--- src/rtl/boid_pkg.sv ---
// boid_pkg: item structs, register indexes, function codes and state encoding
// for the boid flocking update block. no dependencies.
`timescale 1ns / 1ps

package boid_pkg;

    localparam int CFG_IDX_W = 3;
    localparam int CFG_DATA_W = 16;

    localparam logic [CFG_IDX_W-1:0] CFG_FIELD_WIDTH  = 3'd0;
    localparam logic [CFG_IDX_W-1:0] CFG_FIELD_HEIGHT = 3'd1;
    localparam logic [CFG_IDX_W-1:0] CFG_VIEW_RANGE   = 3'd2;
    localparam logic [CFG_IDX_W-1:0] CFG_TARGET_SPEED = 3'd3;
    localparam logic [CFG_IDX_W-1:0] CFG_SEP_GAIN     = 3'd4;
    localparam logic [CFG_IDX_W-1:0] CFG_ALIGN_GAIN   = 3'd5;
    localparam logic [CFG_IDX_W-1:0] CFG_COH_GAIN     = 3'd6;

    localparam logic [1:0] FN_LOAD     = 2'd0;
    localparam logic [1:0] FN_NEIGHBOR = 2'd1;
    localparam logic [1:0] FN_MOVE     = 2'd2;

    // shared divider: numerator and divisor widths
    localparam int DIV_NW = 38;
    localparam int DIV_DW = 25;
    // shared square root: operand and root widths (operand width even)
    localparam int SQ_W  = 50;
    localparam int SQ_RW = 25;
    // component width after range reduction
    localparam int MAG_W = 24;
    localparam int UNIT_SHIFT = 14;

    typedef struct packed {
        logic [1:0]         func;
        logic [19:0]        pos_x;
        logic [19:0]        pos_y;
        logic signed [15:0] vel_x;
        logic signed [15:0] vel_y;
        logic               last;
    } t_in_item;

    typedef struct packed {
        logic [19:0]        new_x;
        logic [19:0]        new_y;
        logic signed [15:0] new_vx;
        logic signed [15:0] new_vy;
        logic [8:0]         seen_count;
    } t_out_item;

    typedef enum logic [4:0] {
        ST_IDLE,
        ST_NB_DX,
        ST_NB_DY,
        ST_NB_LIM,
        ST_NB_ACC,
        ST_STEER,
        ST_CO_X,
        ST_CO_Y,
        ST_CO_SET,
        ST_UV_ABS,
        ST_UV_SHIFT,
        ST_UV_SQA,
        ST_UV_SQB,
        ST_UV_SQC,
        ST_UV_ROOT,
        ST_UV_DIVA,
        ST_UV_DIVB,
        ST_UV_END,
        ST_WT_MUL,
        ST_WT_ADD,
        ST_SC_X,
        ST_SC_Y,
        ST_SC_SET,
        ST_MV_X,
        ST_MV_Y,
        ST_OUT
    } t_state;

endpackage

--- src/rtl/boid_div.sv ---
// boid_div: restoring divider, one quotient bit per cycle
// depends on boid_pkg for its widths
`timescale 1ns / 1ps

module boid_div (
    input  logic                         i_clk,
    input  logic                         i_rst_n,
    input  logic                         i_start,
    input  logic [boid_pkg::DIV_NW-1:0]  i_num,
    input  logic [boid_pkg::DIV_DW-1:0]  i_den,
    output logic                         o_done,
    output logic [boid_pkg::DIV_NW-1:0]  o_quot,
    output logic [boid_pkg::DIV_DW-1:0]  o_rem
);
    import boid_pkg::*;

    localparam int CNT_W = $clog2(DIV_NW + 1);

    logic              r_busy;
    logic              r_done;
    logic [CNT_W-1:0]  r_cnt;
    logic [DIV_NW-1:0] r_num;
    logic [DIV_NW-1:0] r_quot;
    logic [DIV_DW-1:0] r_rem;
    logic [DIV_DW-1:0] r_den;
    logic [DIV_DW:0]   trial;
    logic              fits;

    assign trial = {r_rem, r_num[DIV_NW-1]};
    assign fits  = trial >= {1'b0, r_den};

    always_ff @(posedge i_clk) begin
        if (!i_rst_n) begin
            r_busy <= 1'b0;
            r_done <= 1'b0;
            r_cnt  <= '0;
        end else begin
            r_done <= r_busy && (r_cnt == CNT_W'(1));
            if (i_start) begin
                r_busy <= 1'b1;
                r_cnt  <= CNT_W'(DIV_NW);
            end else if (r_busy) begin
                r_cnt <= r_cnt - 1'b1;
                if (r_cnt == CNT_W'(1)) begin
                    r_busy <= 1'b0;
                end
            end
        end
    end

    always_ff @(posedge i_clk) begin
        if (i_start) begin
            r_num  <= i_num;
            r_den  <= i_den;
            r_rem  <= '0;
            r_quot <= '0;
        end else if (r_busy) begin
            r_num  <= {r_num[DIV_NW-2:0], 1'b0};
            r_quot <= {r_quot[DIV_NW-2:0], fits};
            r_rem  <= fits ? DIV_DW'(trial - {1'b0, r_den}) : DIV_DW'(trial);
        end
    end

    assign o_done = r_done;
    assign o_quot = r_quot;
    assign o_rem  = r_rem;

endmodule

--- config.mk ---
export PLATFORM = sky130hd
export DESIGN_NAME = boid_div
export DESIGN_NICKNAME = d
export VERILOG_FILES = /design/src/rtl/boid_pkg.sv /design/src/rtl/boid_div.sv
export SDC_FILE = /design/constraint.sdc
export NUM_CORES = 1
export LEC_CHECK = 0
export ABC_AREA = 0
export BUFFER_PORTS_ARGS = -buffer_cell sky130_fd_sc_hd__buf_2
export CAP_MARGIN = 40
export CORE_ASPECT_RATIO = 1.1
export CORE_MARGIN = 2
export CORE_UTILIZATION = 45
export DETAILED_ROUTE_END_ITERATION = 6
export GPL_ROUTABILITY_DRIVEN = 0
export PLACE_DENSITY_LB_ADDON = 0.15
export SKIP_LAST_GASP = 1
export SYNTH_ARGS = -nofsm -noshare
export SYNTH_HDL_FRONTEND = slang
export SYNTH_SLANG_ARGS = --single-unit
--- constraint.sdc ---
create_clock -name i_clk -period 4.7 [get_ports i_clk]
set_input_delay 0.235 -clock i_clk [delete_from_list [all_inputs] [get_ports i_clk]]
set_output_delay 0.235 -clock i_clk [all_outputs]
set_load 0.005 [all_outputs]
## Yosys cells after proc, flatten, opt, wreduce, memory -nomap -nowiden

Cells that the tools add are included.

| word-level totals | value |
|---|---|
| register bits | 134 |
| bits of input ports | 66 |
| logic and storage cells | 24 |

| cells by class | value |
|---|---|
| add/sub/neg operators | 2 |
| $lt $le $gt $ge | 1 |
| equal/unequal tests | 1 |
| multiplexer cells | 8 |
| bitwise operators | 1 |
| reduce and logical (&&, ||, !) cells | 3 |

Operator list:

| kind | count |
|---|---|
| $mux 38 | 2 |
| $ge 26x25->1 | 1 |
| $mux 25 | 1 |
| $sub 25x25->25 | 1 |
| $mux 6 | 2 |
| $eq 6x1->1 const B | 1 |
| $sub 6x1->6 const B | 1 |
| $mux 1 | 3 |
| $reduce_bool 2->1 | 1 |
| $reduce_or 2->1 | 1 |
| $logic_and 1x1->1 | 1 |
| $not 1->1 | 1 |

## Depth between registers and ports, before layout

| depth | value |
|---|---|
| word-level depth | 4 |
| depth in mapped cells | 14 |
| gate-level depth less buffers | 12 |

## Worst setup path after synthesis

OpenSTA, ideal clock, no wires.

| timing | value |
|---|---|
| path kind | register -> register |
| start | register r_num[37] |
| end | register r_rem[24], in the netlist o_rem[24] |
| data arrival time | 2.665 ns |
| required time | 4.614 ns |
| slack | 1.950 ns |
| stages on the path, launching flop included | 13 |
| buffers on the path | 0 |
| path through | edfxtp_1 -> inv_1 -> ha_1 -> inv_1 -> fa_1 -> a211oi_2 -> o211ai_1 -> a31oi_1 -> nand2_1 -> a2111oi_0 -> xnor2_1 -> mux2i_1 -> a211oi_1 |

| on the way | value |
|---|---|
| word-level cells in the longest chain between the ends | 2 |
| elaborated cells on any way between the ends | 3 |

Ends and longest elaborated chain:

| element | line | source |
|---|---|---|
| from (decl) | boid_div.sv:22 | `logic [DIV_NW-1:0] r_num;` |
| from (signal assigned) | boid_div.sv:53 | `r_num <= i_num;` |
| from (signal assigned) | boid_div.sv:58 | `r_num <= {r_num[DIV_NW-2:0], 1'b0};` |
| $sub 25x25->25 or $ge 26x25->1 (tied branches) | boid_div.sv:60, boid_div.sv:30 |  |
| $mux 25 (*) | boid_div.sv:60 | `r_rem <= fits ? DIV_DW'(trial - {1'b0, r_den}) : DIV_DW'(trial);` |
| to (signal assigned) | boid_div.sv:60 |  |
| to (decl) | boid_div.sv:24 | `logic [DIV_DW-1:0] r_rem;` |

Every way passes the cells marked *; elsewhere a longest branch is shown, timed or not.
A chain may end at the register's enable or synchronous reset.

## Worst setup path in the final report

| timing | value |
|---|---|
| start | register r_num[37] |
| end | register r_rem[7], in the netlist o_rem[7] |

The elaborated chain is that of the path after synthesis.

==> qor.txt <==
Core ar. -> 14300 µm²
Peak VDD IR -> 219 µV
height of the die -> 131 µm
initial antenna violation count -> 0
worst-margin pin slew -> 0.817 ns
# IOs -> 130
CP Launch Type -> flip-flop
Worst-path clk slew -> 0.06 ns
clk root buf -> clkbuf_16
post-route minimum period -> 3.52 ns
Reg area -> 3320 µm²
Layout area overhead -> 24.5%
DP Wirelength -> 9670 µm
vias after detailed routing -> 4953
final hold violations -> 0
power per cell area -> 377 nW/µm²
commonest non-fill, non-tap cell in the layout -> buf_2
antenna-violating nets left -> 0
first drt pass iteration count -> 5
status -> completed
Worst setup EP type -> flip-flop
Mapped Cells -> 614
Crit Path Category -> reg2reg
Critical Path RT -> 4.96 ns
total power draw -> 3.08 mW
relative max-transition margin -> 45.5%
CP Max Fanout -> 28
Die X -> 119 µm
Seq/Total Area, Yosys -> 50.5%
layout cells sized above 1 -> 27.1%
Primary FF master, synth -> dfxtp_1
vias in the first global route -> 4891
Post-Route WL -> 14200 µm
syn_area_per_cell -> 10.7 µm²
Overflow after GRT -> 0
flop2flop setup slack -> 1.18 ns
routed len/inst -> 14.6 µm
Port Buf Inserts -> 129
clock latency on the worst-skew pair -> 0.42 ns
gr usage total -> 18.4%
fmax -> 284 MHz
H-tree depth -> 4
Yosys Warn Count -> 0
starting density of the core -> 45.8%
CTS Buffer Depth -> 2
via/cell ratio -> 5.12
crit path DAT -> 3.77 ns
Maximum Capacitance Violations -> 0
final period utilization -> 74.8%
Setup WS pre-CTS -> 1.17 ns
Post-Syn Nets -> 708
number of flops mapped to enable cells by yosys -> 63
fin. max-slew vios -> 0
synthesized cell area -> 6570 µm²
design area -> 8170 µm²
TritonCTS clock tree -> built
HP Class -> in2reg
register bit total from synthesis -> 134
Iter 0 DRT Violations -> 222
RSZ-0062 raised after global routing -> no
Setup violations, final -> 0
largest net degree at the start of global routing -> 71
CTS Sinks -> 134
Layout fillers -> 1277
Final #Nets -> 857
most frequent cells in the layout -> buf_2 (128), nor2_1 (82), dfxtp_1 (70)
Leakage Power -> 3.58 nW
setup ws final -> 1.18 ns
first-pass GRT wire length -> 22900 µm
Die Area -> 15600 µm²
Setup TNS Final -> 0 ns
Num CTS Buffers -> 17
dpl cell area -> 7360 µm²
post-CTS setup buffer count -> 0
num rows -> 46
DRC errors left -> 0
hold slack -> 0.0976 ns
synth unique cells -> 60
area of the multi-input gates -> 2970 µm²
Synth async-reset ratio -> 0%
skew final -> 0.0106 ns
Inserted Diodes -> 0
==> registers in the layout, indices dropped and copies added, names as in the netlist <==
signal / count
r_num: 38
r_busy: 1
o_done: 1
r_den: 25
o_rem: 25
r_cnt: 6
o_quot: 38
==> synthesized netlist by cell type (3+ instances only) <==
cell | count | share of area (%)
nor2b_1 | 4 | 0.38
and2_1 | 7 | 0.67
mux2i_1 | 44 | 6.7
buf_1 | 6 | 0.34
xor2_1 | 3 | 0.40
o31ai_1 | 3 | 0.34
buf_2 | 3 | 0.23
xnor2_1 | 17 | 2.3
o21ai_0 | 16 | 1.2
edfxtp_1 | 63 | 29
clkbuf_1 | 16 | 0.91
or3_1 | 3 | 0.29
a21o_1 | 8 | 0.91
a211oi_1 | 16 | 1.8
nand3_1 | 8 | 0.61
a311oi_1 | 5 | 0.67
o211ai_1 | 5 | 0.57
nor2_1 | 82 | 4.7
o21a_1 | 6 | 0.69
a21oi_1 | 28 | 2.1
a31oi_1 | 4 | 0.38
and3_1 | 3 | 0.29
nor3_1 | 7 | 0.53
nand2_1 | 24 | 1.4
inv_1 | 42 | 2.4
mux2_2 | 37 | 6.3
nand2b_1 | 10 | 0.95
nor4_1 | 3 | 0.29
nand4_1 | 3 | 0.29
dfxtp_1 | 71 | 22
ha_1 | 27 | 5.1
==> cell families after synthesis <==
group / after synthesis / synth area share (%)
mux: 81 / 13.1
xor+xnor: 20 / 2.67
flops: 134 / 50.5
buf+inv: 70 / 4.29
simple gates: 166 / 11.8
compound gates: 115 / 12.3
fa+ha+maj: 28 / 5.45
==> worst paths after layout <==
path / from / cells after the start / end
setup / recovery: r_num[37] / 12 / o_rem[7]
hold / removal: i_rst_n / 2 / r_cnt[5]
setup reg to reg: r_num[37] / 12 / o_rem[7]
hold reg to reg: o_quot[37] / 2 / o_quot[37]
==> per-stage QoR <==
| stage | cells | utilization, % |
|---|---|---|
| finish | 968 | 57.0 |
| global route | 968 | 57.0 |
| CTS | 968 | 57.0 |
| detailed placement | 911 | 51.4 |
| global placement | 911 | 51.4 |
| floorplan | 614 | - |
==> power breakdown <==
| group | switching, mW | internal, mW |
|---|---|---|
| Clock | 0.549 | 0.720 |
| Sequential | 0.0421 | 1.31 |
| Combinational | 0.247 | 0.219 |
==> what timing repair did <==
action,in CTS,in global routing
hold buffers,25,0
resized for setup,0,0
hold endpoints to repair,25,0
==> layout make-up <==
type	count	area share, %
clock buffers	18	5.51
clock inverters	14	1.32
inverters	42	1.93
multi-input cells	410	36.3
flip-flops and latches	134	40.6
well taps	192	2.94
repair buffers	158	11.4
==> critical path: stages, from the launching register on <==
cell	delay, ns
edfxtp_1	0.38
inv_1	0.07
ha_1	0.15
inv_1	0.05
fa_1	0.44
a211oi_2	0.28
o211ai_1	0.15
a31oi_1	0.32
a21oi_1	0.20
o211ai_4	0.67
buf_4	0.34
mux2i_1	0.21
a211oi_1	0.09
==> metal layers <==
metal	up-vias	share of wire, %	GRT usage (%)
met3	26	5.4	5.77
met5	-	0	0
met1	2294	44	21.7
met4	0	2.0	7.35
li1	2511	-	-
met2	122	49	31.4
(Power assumes the default switching activity.)
