[src/rtl/boid_pkg.sv]
// boid_pkg: item structs, register indexes, function codes and state encoding
// for the boid flocking update block. no dependencies.
`timescale 1ns / 1ps

package boid_pkg;

    localparam int CFG_IDX_W = 3;
    localparam int CFG_DATA_W = 16;

    localparam logic [CFG_IDX_W-1:0] CFG_FIELD_WIDTH  = 3'd0;
    localparam logic [CFG_IDX_W-1:0] CFG_FIELD_HEIGHT = 3'd1;
    localparam logic [CFG_IDX_W-1:0] CFG_VIEW_RANGE   = 3'd2;
    localparam logic [CFG_IDX_W-1:0] CFG_TARGET_SPEED = 3'd3;
    localparam logic [CFG_IDX_W-1:0] CFG_SEP_GAIN     = 3'd4;
    localparam logic [CFG_IDX_W-1:0] CFG_ALIGN_GAIN   = 3'd5;
    localparam logic [CFG_IDX_W-1:0] CFG_COH_GAIN     = 3'd6;

    localparam logic [1:0] FN_LOAD     = 2'd0;
    localparam logic [1:0] FN_NEIGHBOR = 2'd1;
    localparam logic [1:0] FN_MOVE     = 2'd2;

    // shared divider: numerator and divisor widths
    localparam int DIV_NW = 38;
    localparam int DIV_DW = 25;
    // shared square root: operand and root widths (operand width even)
    localparam int SQ_W  = 50;
    localparam int SQ_RW = 25;
    // component width after range reduction
    localparam int MAG_W = 24;
    localparam int UNIT_SHIFT = 14;

    typedef struct packed {
        logic [1:0]         func;
        logic [19:0]        pos_x;
        logic [19:0]        pos_y;
        logic signed [15:0] vel_x;
        logic signed [15:0] vel_y;
        logic               last;
    } t_in_item;

    typedef struct packed {
        logic [19:0]        new_x;
        logic [19:0]        new_y;
        logic signed [15:0] new_vx;
        logic signed [15:0] new_vy;
        logic [8:0]         seen_count;
    } t_out_item;

    typedef enum logic [4:0] {
        ST_IDLE,
        ST_NB_DX,
        ST_NB_DY,
        ST_NB_LIM,
        ST_NB_ACC,
        ST_STEER,
        ST_CO_X,
        ST_CO_Y,
        ST_CO_SET,
        ST_UV_ABS,
        ST_UV_SHIFT,
        ST_UV_SQA,
        ST_UV_SQB,
        ST_UV_SQC,
        ST_UV_ROOT,
        ST_UV_DIVA,
        ST_UV_DIVB,
        ST_UV_END,
        ST_WT_MUL,
        ST_WT_ADD,
        ST_SC_X,
        ST_SC_Y,
        ST_SC_SET,
        ST_MV_X,
        ST_MV_Y,
        ST_OUT
    } t_state;

endpackage

[src/rtl/boid_sqrt.sv]
// boid_sqrt: digit-by-digit integer square root, one root bit per cycle
// depends on boid_pkg for its widths
`timescale 1ns / 1ps

module boid_sqrt (
    input  logic                       i_clk,
    input  logic                       i_rst_n,
    input  logic                       i_start,
    input  logic [boid_pkg::SQ_W-1:0]  i_op,
    output logic                       o_done,
    output logic [boid_pkg::SQ_RW-1:0] o_root
);
    import boid_pkg::*;

    localparam int CNT_W = $clog2(SQ_RW + 1);

    logic             r_busy;
    logic             r_done;
    logic [CNT_W-1:0] r_cnt;
    logic [SQ_W-1:0]  r_op;
    logic [SQ_W-1:0]  r_res;
    logic [SQ_W-1:0]  r_one;
    logic [SQ_W-1:0]  trial;

    assign trial = r_res + r_one;

    always_ff @(posedge i_clk) begin
        if (!i_rst_n) begin
            r_busy <= 1'b0;
            r_done <= 1'b0;
            r_cnt  <= '0;
        end else begin
            r_done <= r_busy && (r_cnt == CNT_W'(1));
            if (i_start) begin
                r_busy <= 1'b1;
                r_cnt  <= CNT_W'(SQ_RW);
            end else if (r_busy) begin
                r_cnt <= r_cnt - 1'b1;
                if (r_cnt == CNT_W'(1)) begin
                    r_busy <= 1'b0;
                end
            end
        end
    end

    always_ff @(posedge i_clk) begin
        if (i_start) begin
            r_op  <= i_op;
            r_res <= '0;
            r_one <= SQ_W'(1) << (SQ_W - 2);
        end else if (r_busy) begin
            if (r_op >= trial) begin
                r_op  <= r_op - trial;
                r_res <= (r_res >> 1) + r_one;
            end else begin
                r_res <= r_res >> 1;
            end
            r_one <= r_one >> 2;
        end
    end

    assign o_done = r_done;
    assign o_root = r_res[SQ_RW-1:0];

endmodule

[config.mk]
export PLATFORM = sky130hd
export DESIGN_NAME = boid_sqrt
export DESIGN_NICKNAME = d
export VERILOG_FILES = /design/src/rtl/boid_pkg.sv /design/src/rtl/boid_sqrt.sv
export SDC_FILE = /design/constraint.sdc
export NUM_CORES = 1
export LEC_CHECK = 0
export ABC_AREA = 1
export BUFFER_PORTS_ARGS = -buffer_cell sky130_fd_sc_hd__buf_2
export CAP_MARGIN = 20
export CORE_AREA = 8 8 166 168
export CTS_CLUSTER_DIAMETER = 100
export DETAILED_ROUTE_END_ITERATION = 6
export DIE_AREA = 0 0 174 176
export PLACE_DENSITY = 0.8
export SYNTH_ARGS = -nofsm -noshare
export SYNTH_HDL_FRONTEND = slang
export SYNTH_SLANG_ARGS = --single-unit
[constraint.sdc]
create_clock -name i_clk -period 8.55 [get_ports i_clk]
set_input_delay 0.4275 -clock i_clk [delete_from_list [all_inputs] [get_ports i_clk]]
set_output_delay 0.4275 -clock i_clk [all_outputs]
set_load 0.02 [all_outputs]
Word level (Yosys, flattened, before mapping)

Index checks and enable logic that the tools add are counted.

Register bits after elaboration: 132
Word-level logic and storage cells: 28
Input bits: 53

Add/subtract/negate cells: 4
Reductions and logical operators: 5
Mux-type cells: 9
Equality and inequality tests: 1
Bitwise gates (word level): 1
$lt $le $gt $ge: 1

Operator list:

| operator              | count |
|---|---|
| $mux W50              | 4 |
| $add A49 B49 Y50      | 1 |
| $add A50 B49 Y50      | 1 |
| $ge A50 B50 Y1        | 1 |
| $sub A50 B50 Y50      | 1 |
| $mux W5               | 2 |
| $eq A5 B1 Y1 const B  | 1 |
| $sub A5 B1 Y5 const B | 1 |
| $reduce_bool A2 Y1    | 2 |
| $mux W1               | 3 |
| $reduce_and A2 Y1     | 1 |
| $reduce_or A2 Y1      | 1 |
| $logic_and A1 B1 Y1   | 1 |
| $not A1 Y1            | 1 |

Depth between registers and ports, before layout

Depth in word-level cells: 5
Depth in mapped cells: 28
Depth with buffers taken out: 27

Worst setup path after synthesis

Ideal clock, no wire load.

Kind: register -> register
From: reg r_res[0]
To: reg r_op[0], enable pin
Setup slack: 2.435 ns
Cell stages (with the launch flop): 22
Clock period less this slack: 6.115 ns
Data required time: 8.062 ns
Arrival: 5.627 ns
Library setup time: 0.488 ns
Cell sequence: dfxtp_1 -> ha_1 -> ha_1 -> nand2_1 -> nand2_1 -> nand3_1 -> a21oi_1 -> a21boi_0 -> o21ai_2 -> nand3_1 -> nand3_1 -> nand2_1 -> ha_1 -> nand2_1 -> inv_2 -> nand2_1 -> nor3_2 -> nand2_1 -> nor2_1 -> nand2_2 -> buf_2 -> a31oi_1

Longest elaborated chain between the ends: 4

RTL lines:

| element                      | line            | source |
|---|---|---|
| start: declaration           | boid_sqrt.sv:21 | `logic [SQ_W-1:0] r_res;` |
| start signal: assignment     | boid_sqrt.sv:54 | `r_res <= (r_res >> 1) + r_one;` |
| start signal: assignment     | boid_sqrt.sv:56 | `r_res <= r_res >> 1;` |
| $add A50 B49 Y50             | boid_sqrt.sv:25 | `assign trial = r_res + r_one;` |
| $ge A50 B50 Y1               | boid_sqrt.sv:52 | `if (r_op >= trial) begin` |
| $reduce_bool A2 Y1 (no line) | n/a             |  |
| $reduce_and A2 Y1 (no line)  | n/a             |  |
| end signal: assignment       | boid_sqrt.sv:48 | `r_op <= i_op;` |
| end signal: assignment       | boid_sqrt.sv:53 | `r_op <= r_op - trial;` |
| end: declaration             | boid_sqrt.sv:20 | `logic [SQ_W-1:0] r_op;` |

No other way between the ends.
A chain may end at the register's enable or synchronous reset.

Final worst setup path

From: reg r_res[0]
To: reg r_res[38]

Longest elaborated chain between the ends: 3

RTL lines:

| element          | line |
|---|---|
| $add A50 B49 Y50 | boid_sqrt.sv:25 |
| $ge A50 B50 Y1   | boid_sqrt.sv:52 |
| $mux W50         | boid_sqrt.sv:52 |

No other way between the ends.

==> impl_results.md <==
- Gpl congestion: just over 1
- Pwr dens: around 260 nW/um^2
- F_max: between 150 and 200 MHz
- Sequential fraction of the synthesis area: between 20% and 30%
- Pre-antenna DRT Iters: 7
- Sequential group share of total power: 23.1%
- Fin crit share: 69.9%
- Share of layout cells above drive strength 1: under 10%
- Outcome: complete, but fails checks
- Num CTS Buffers: 17
- I/O pins: between 70 and 80
- Diodes inserted: 0
- Leakage dissipation: ~8.4 nW
- Crit path max-delay cell type: nand3_4
- Setup CP Type: reg -> reg
- Synth warn: 0
- WHS Path Cells: 3
- Post-layout util: about two thirds
- Mean Syn Cell Area: 5.65 um^2
- Vias in the first global route: around 18,000
- Comb pwr share: between 50 and 60%
- Syn Std Cell Area: 15,600 um^2
- Die X-Extent: between 150 and 200 um
- Slew Limit Fails: 0
- Crit path cell chain: ha_1 > ha_1 > nand2_1 > nand2_1 > nand3_1 > a21oi_1 > a21boi_0 > o21ai_2 > nand3_1 > nand3_1 > nand2_1 > ha_1 > nand2_1 > inv_2 > nand2_1 > nor3_2 > nand2_1 > nor2_1 > nand2_2 > nand3_4 > nand2_1 > nand2_1 > nand2_1 > nand2_1
- Setup crit end kind: register
- Most frequent cells in the layout: nand2_1, inv_1, nand3_1
- H-tree level count: 4
- Hold Violations, Final: 0
- Core Area: about 25,000 um^2
- Final WL: approximately 57 mm
- Worst reg2reg path depth: 24
- Int Pwr: around 2.1 mW
- Worst Path Required: 8930 ps
- Remaining routing DRC violations: 1
- CP max stage delay: 790 ps
- All-Layer GR Usage: 36.4%
- Vias: between 15,000 and 20,000
- Initial Util: ~63%
- Unique masters post-synth: 44
- Async set-reset flop share out of synthesis: 0%
- Commonest non-fill, non-tap cell in the layout: nand2_1
- Insertion delay to the later sink of the worst-skew pair: roughly 440 ps
- CTS tree: built
- Worst hold path type: in -> reg
- FF-to-FF setup slack: roughly 2600 ps
- R2R Path End: r_res[38]
- WHS Endpoint: r_op[9]
- Worst Path Buf+Inv: 1
- Hold Buf Count CTS: 0
- First-pass GRT wire length: between 80 and 90 mm
- Die area: between 30,000 and 40,000 um^2
- Layout Nets: 2,936
- Initial antenna violation count: 0
- Post-CTS setup buffers: 0
- Final Skew: ~17 ps
- Largest net degree at the start of global routing: 54
- Initial DRC count: just over 2,000
- Rows: 58
- Max_slew headroom: between 30% and 40%
- Most frequent CP cell: nand2_1
- Post-synth net total: about 2,900
- Clock-pin slew on the worst setup and hold paths: about 80 ps
- WHS: 248 ps
- Grt total ovfl: 0
- CP top delay family: simple AND/OR/NAND/NOR gates
- Power share of the clock group: 18.8%
- PostCTS Resize Cnt: 0
- Setup violations, final: 0
- CTS root buf: clkbuf_16
- CTS Sinks: between 100 and 150
- FF+latch count, synth: between 100 and 150
- Via/cell ratio: around 5.8
- Setup TNS: 0 ps
- Syn-to-layout area delta: 6.66%
- CP arrival: ~6400 ps
- Crit path time final: 5970 ps
- Mapped Cells: between 2,000 and 3,000
- Switching pwr: approximately 2.2 mW
- Port-buffer cells: 78
- Sw Share: between 50% and 60%
- WL/cell: 18.2 um
- Worst Tran Pin Value: 951 ps
- Maximum clock path buffer count: 2
- VDD IR max: about 0.22 mV
- CP startpoint kind: register
- Top FF cell, synth: dfxtp_1
- Number of synthesized flops with an enable pin: 50
- Die Y: approximately 180 um
- HP Start: i_op[9]
- Detail Route Antenna Nets: 0
- Reg-to-reg critical path startpoint: r_res[0]
- Max cap viols: 0
- Placed cell areas: around 16,000 um^2
- Post-DP HPWL: around 46 mm
- Max Fanout on Critical Path: 52
- Final instance area: approximately 17,000 um^2
- Violated checks: DRC
- RSZ-0062 raised after global routing: no
-- Yosys cell counts, types with 4 or more instances --
master    instances  share of area [%]
a21oi_1         138                4.4
a31oi_1           8               0.32
buf_1             4              0.096
buf_2            23               0.74
buf_4            27                1.3
buf_6             4               0.29
clkbuf_1         24               0.58
dfxtp_1          82                 11
edfxtp_1         50                9.6
ha_1            104                8.4
inv_1           447                 11
inv_2             5               0.12
nand2_1         980                 24
nand2_2           4               0.16
nand3_1         245                7.9
nand3b_1         13               0.63
nand4_1          33                1.3
nor2_1          246                5.9
nor2_2            5               0.20
nor3_1           27               0.87
nor4_1            8               0.32
o21ai_0         114                3.7
o21ai_1           7               0.22
o21bai_1         17               0.82
o22ai_1          27                1.1
or2_2            13               0.52
xnor2_1          19                1.1
xor2_1           54                3.0
-- layout make-up --
class | count | area (um^2)
sequential | 132 | 3140
multi-input combinational | 2088 | 10300
clock inverter | 14 | 179
inverter | 454 | 1700
timing repair buffer | 85 | 443
tap | 330 | 413
fill | 2478 | 8200
clock buffer | 18 | 450
-- kinds of logic (layout without fill, tap and decap cells) --
family / after synthesis / in the layout / synth area share (%)
and+or+nand+nor: 1581 / 1581 / 41.9
buffers and inverters: 536 / 571 / 13.9
AOI/OAI and AO/OA: 329 / 329 / 11.4
DFF: 132 / 132 / 20.2
adders and majority gates: 105 / 105 / 8.48
xor gates and xnor gates: 73 / 73 / 4.10
-- state kept, by name, summed over array words and instances (netlist names) --
register  flops
r_op         50
r_res        50
r_one        25
r_cnt         5
o_done        1
r_busy        1
-- per-stage QoR --
step	power, mW	instances	setup WS [ps]
CTS	4.24	3121	2810
global placement	3.36	3089	2950
detailed placement	3.43	3089	2840
finish	4.32	3121	2580
global route	4.63	3121	2290
floorplan	2.82	2756	2430
-- per-layer routing --
layer	vias to the layer above	GRT usage [%]	wire (um)
met5	-	0	0
met2	1069	62.5	26100
met1	8131	40.9	21600
met3	261	4.87	4470
li1	8767	-	-
met4	0	27.5	4580
-- worst max path at each step --
stage | cells after the start | slack (ps) | end | startpoint
floorplan | 21 | 2430 | r_op[0] | r_res[0]
global route | 24 | 2290 | r_res[40] | r_res[0]
CTS | 24 | 2810 | r_res[38] | r_res[0]
detailed placement | 24 | 2840 | r_res[46] | r_res[0]
global placement | 21 | 2950 | r_op[5] | r_res[0]
finish | 24 | 2580 | r_res[38] | r_res[0]
-- worst reg2reg max path, stage by stage, from the launching register on --
cell      delay (ps)
dfxtp_1          380
ha_1             360
ha_1             250
nand2_1           60
nand2_1           80
nand3_1          100
a21oi_1          570
a21boi_0         370
o21ai_2          360
nand3_1          180
nand3_1          110
nand2_1           60
ha_1             370
nand2_1          110
inv_2             80
nand2_1           90
nor3_2           210
nand2_1          120
nor2_1           130
nand2_2          540
nand3_4          800
nand2_1          340
nand2_1          130
nand2_1           60
nand2_1           60
-- power groups by stage --
stage          registers [mW]  logic, mW  clock network, mW
2_1_floorplan           0.941       1.88                  0
3_3_place_gp             1.00       2.36                  0
3_5_place_dp             1.00       2.42                  0
4_1_cts                 0.989       2.44              0.809
5_1_grt                  1.01       2.80              0.827
6_report                0.998       2.51              0.812
Power figures use the tool's default switching activity.
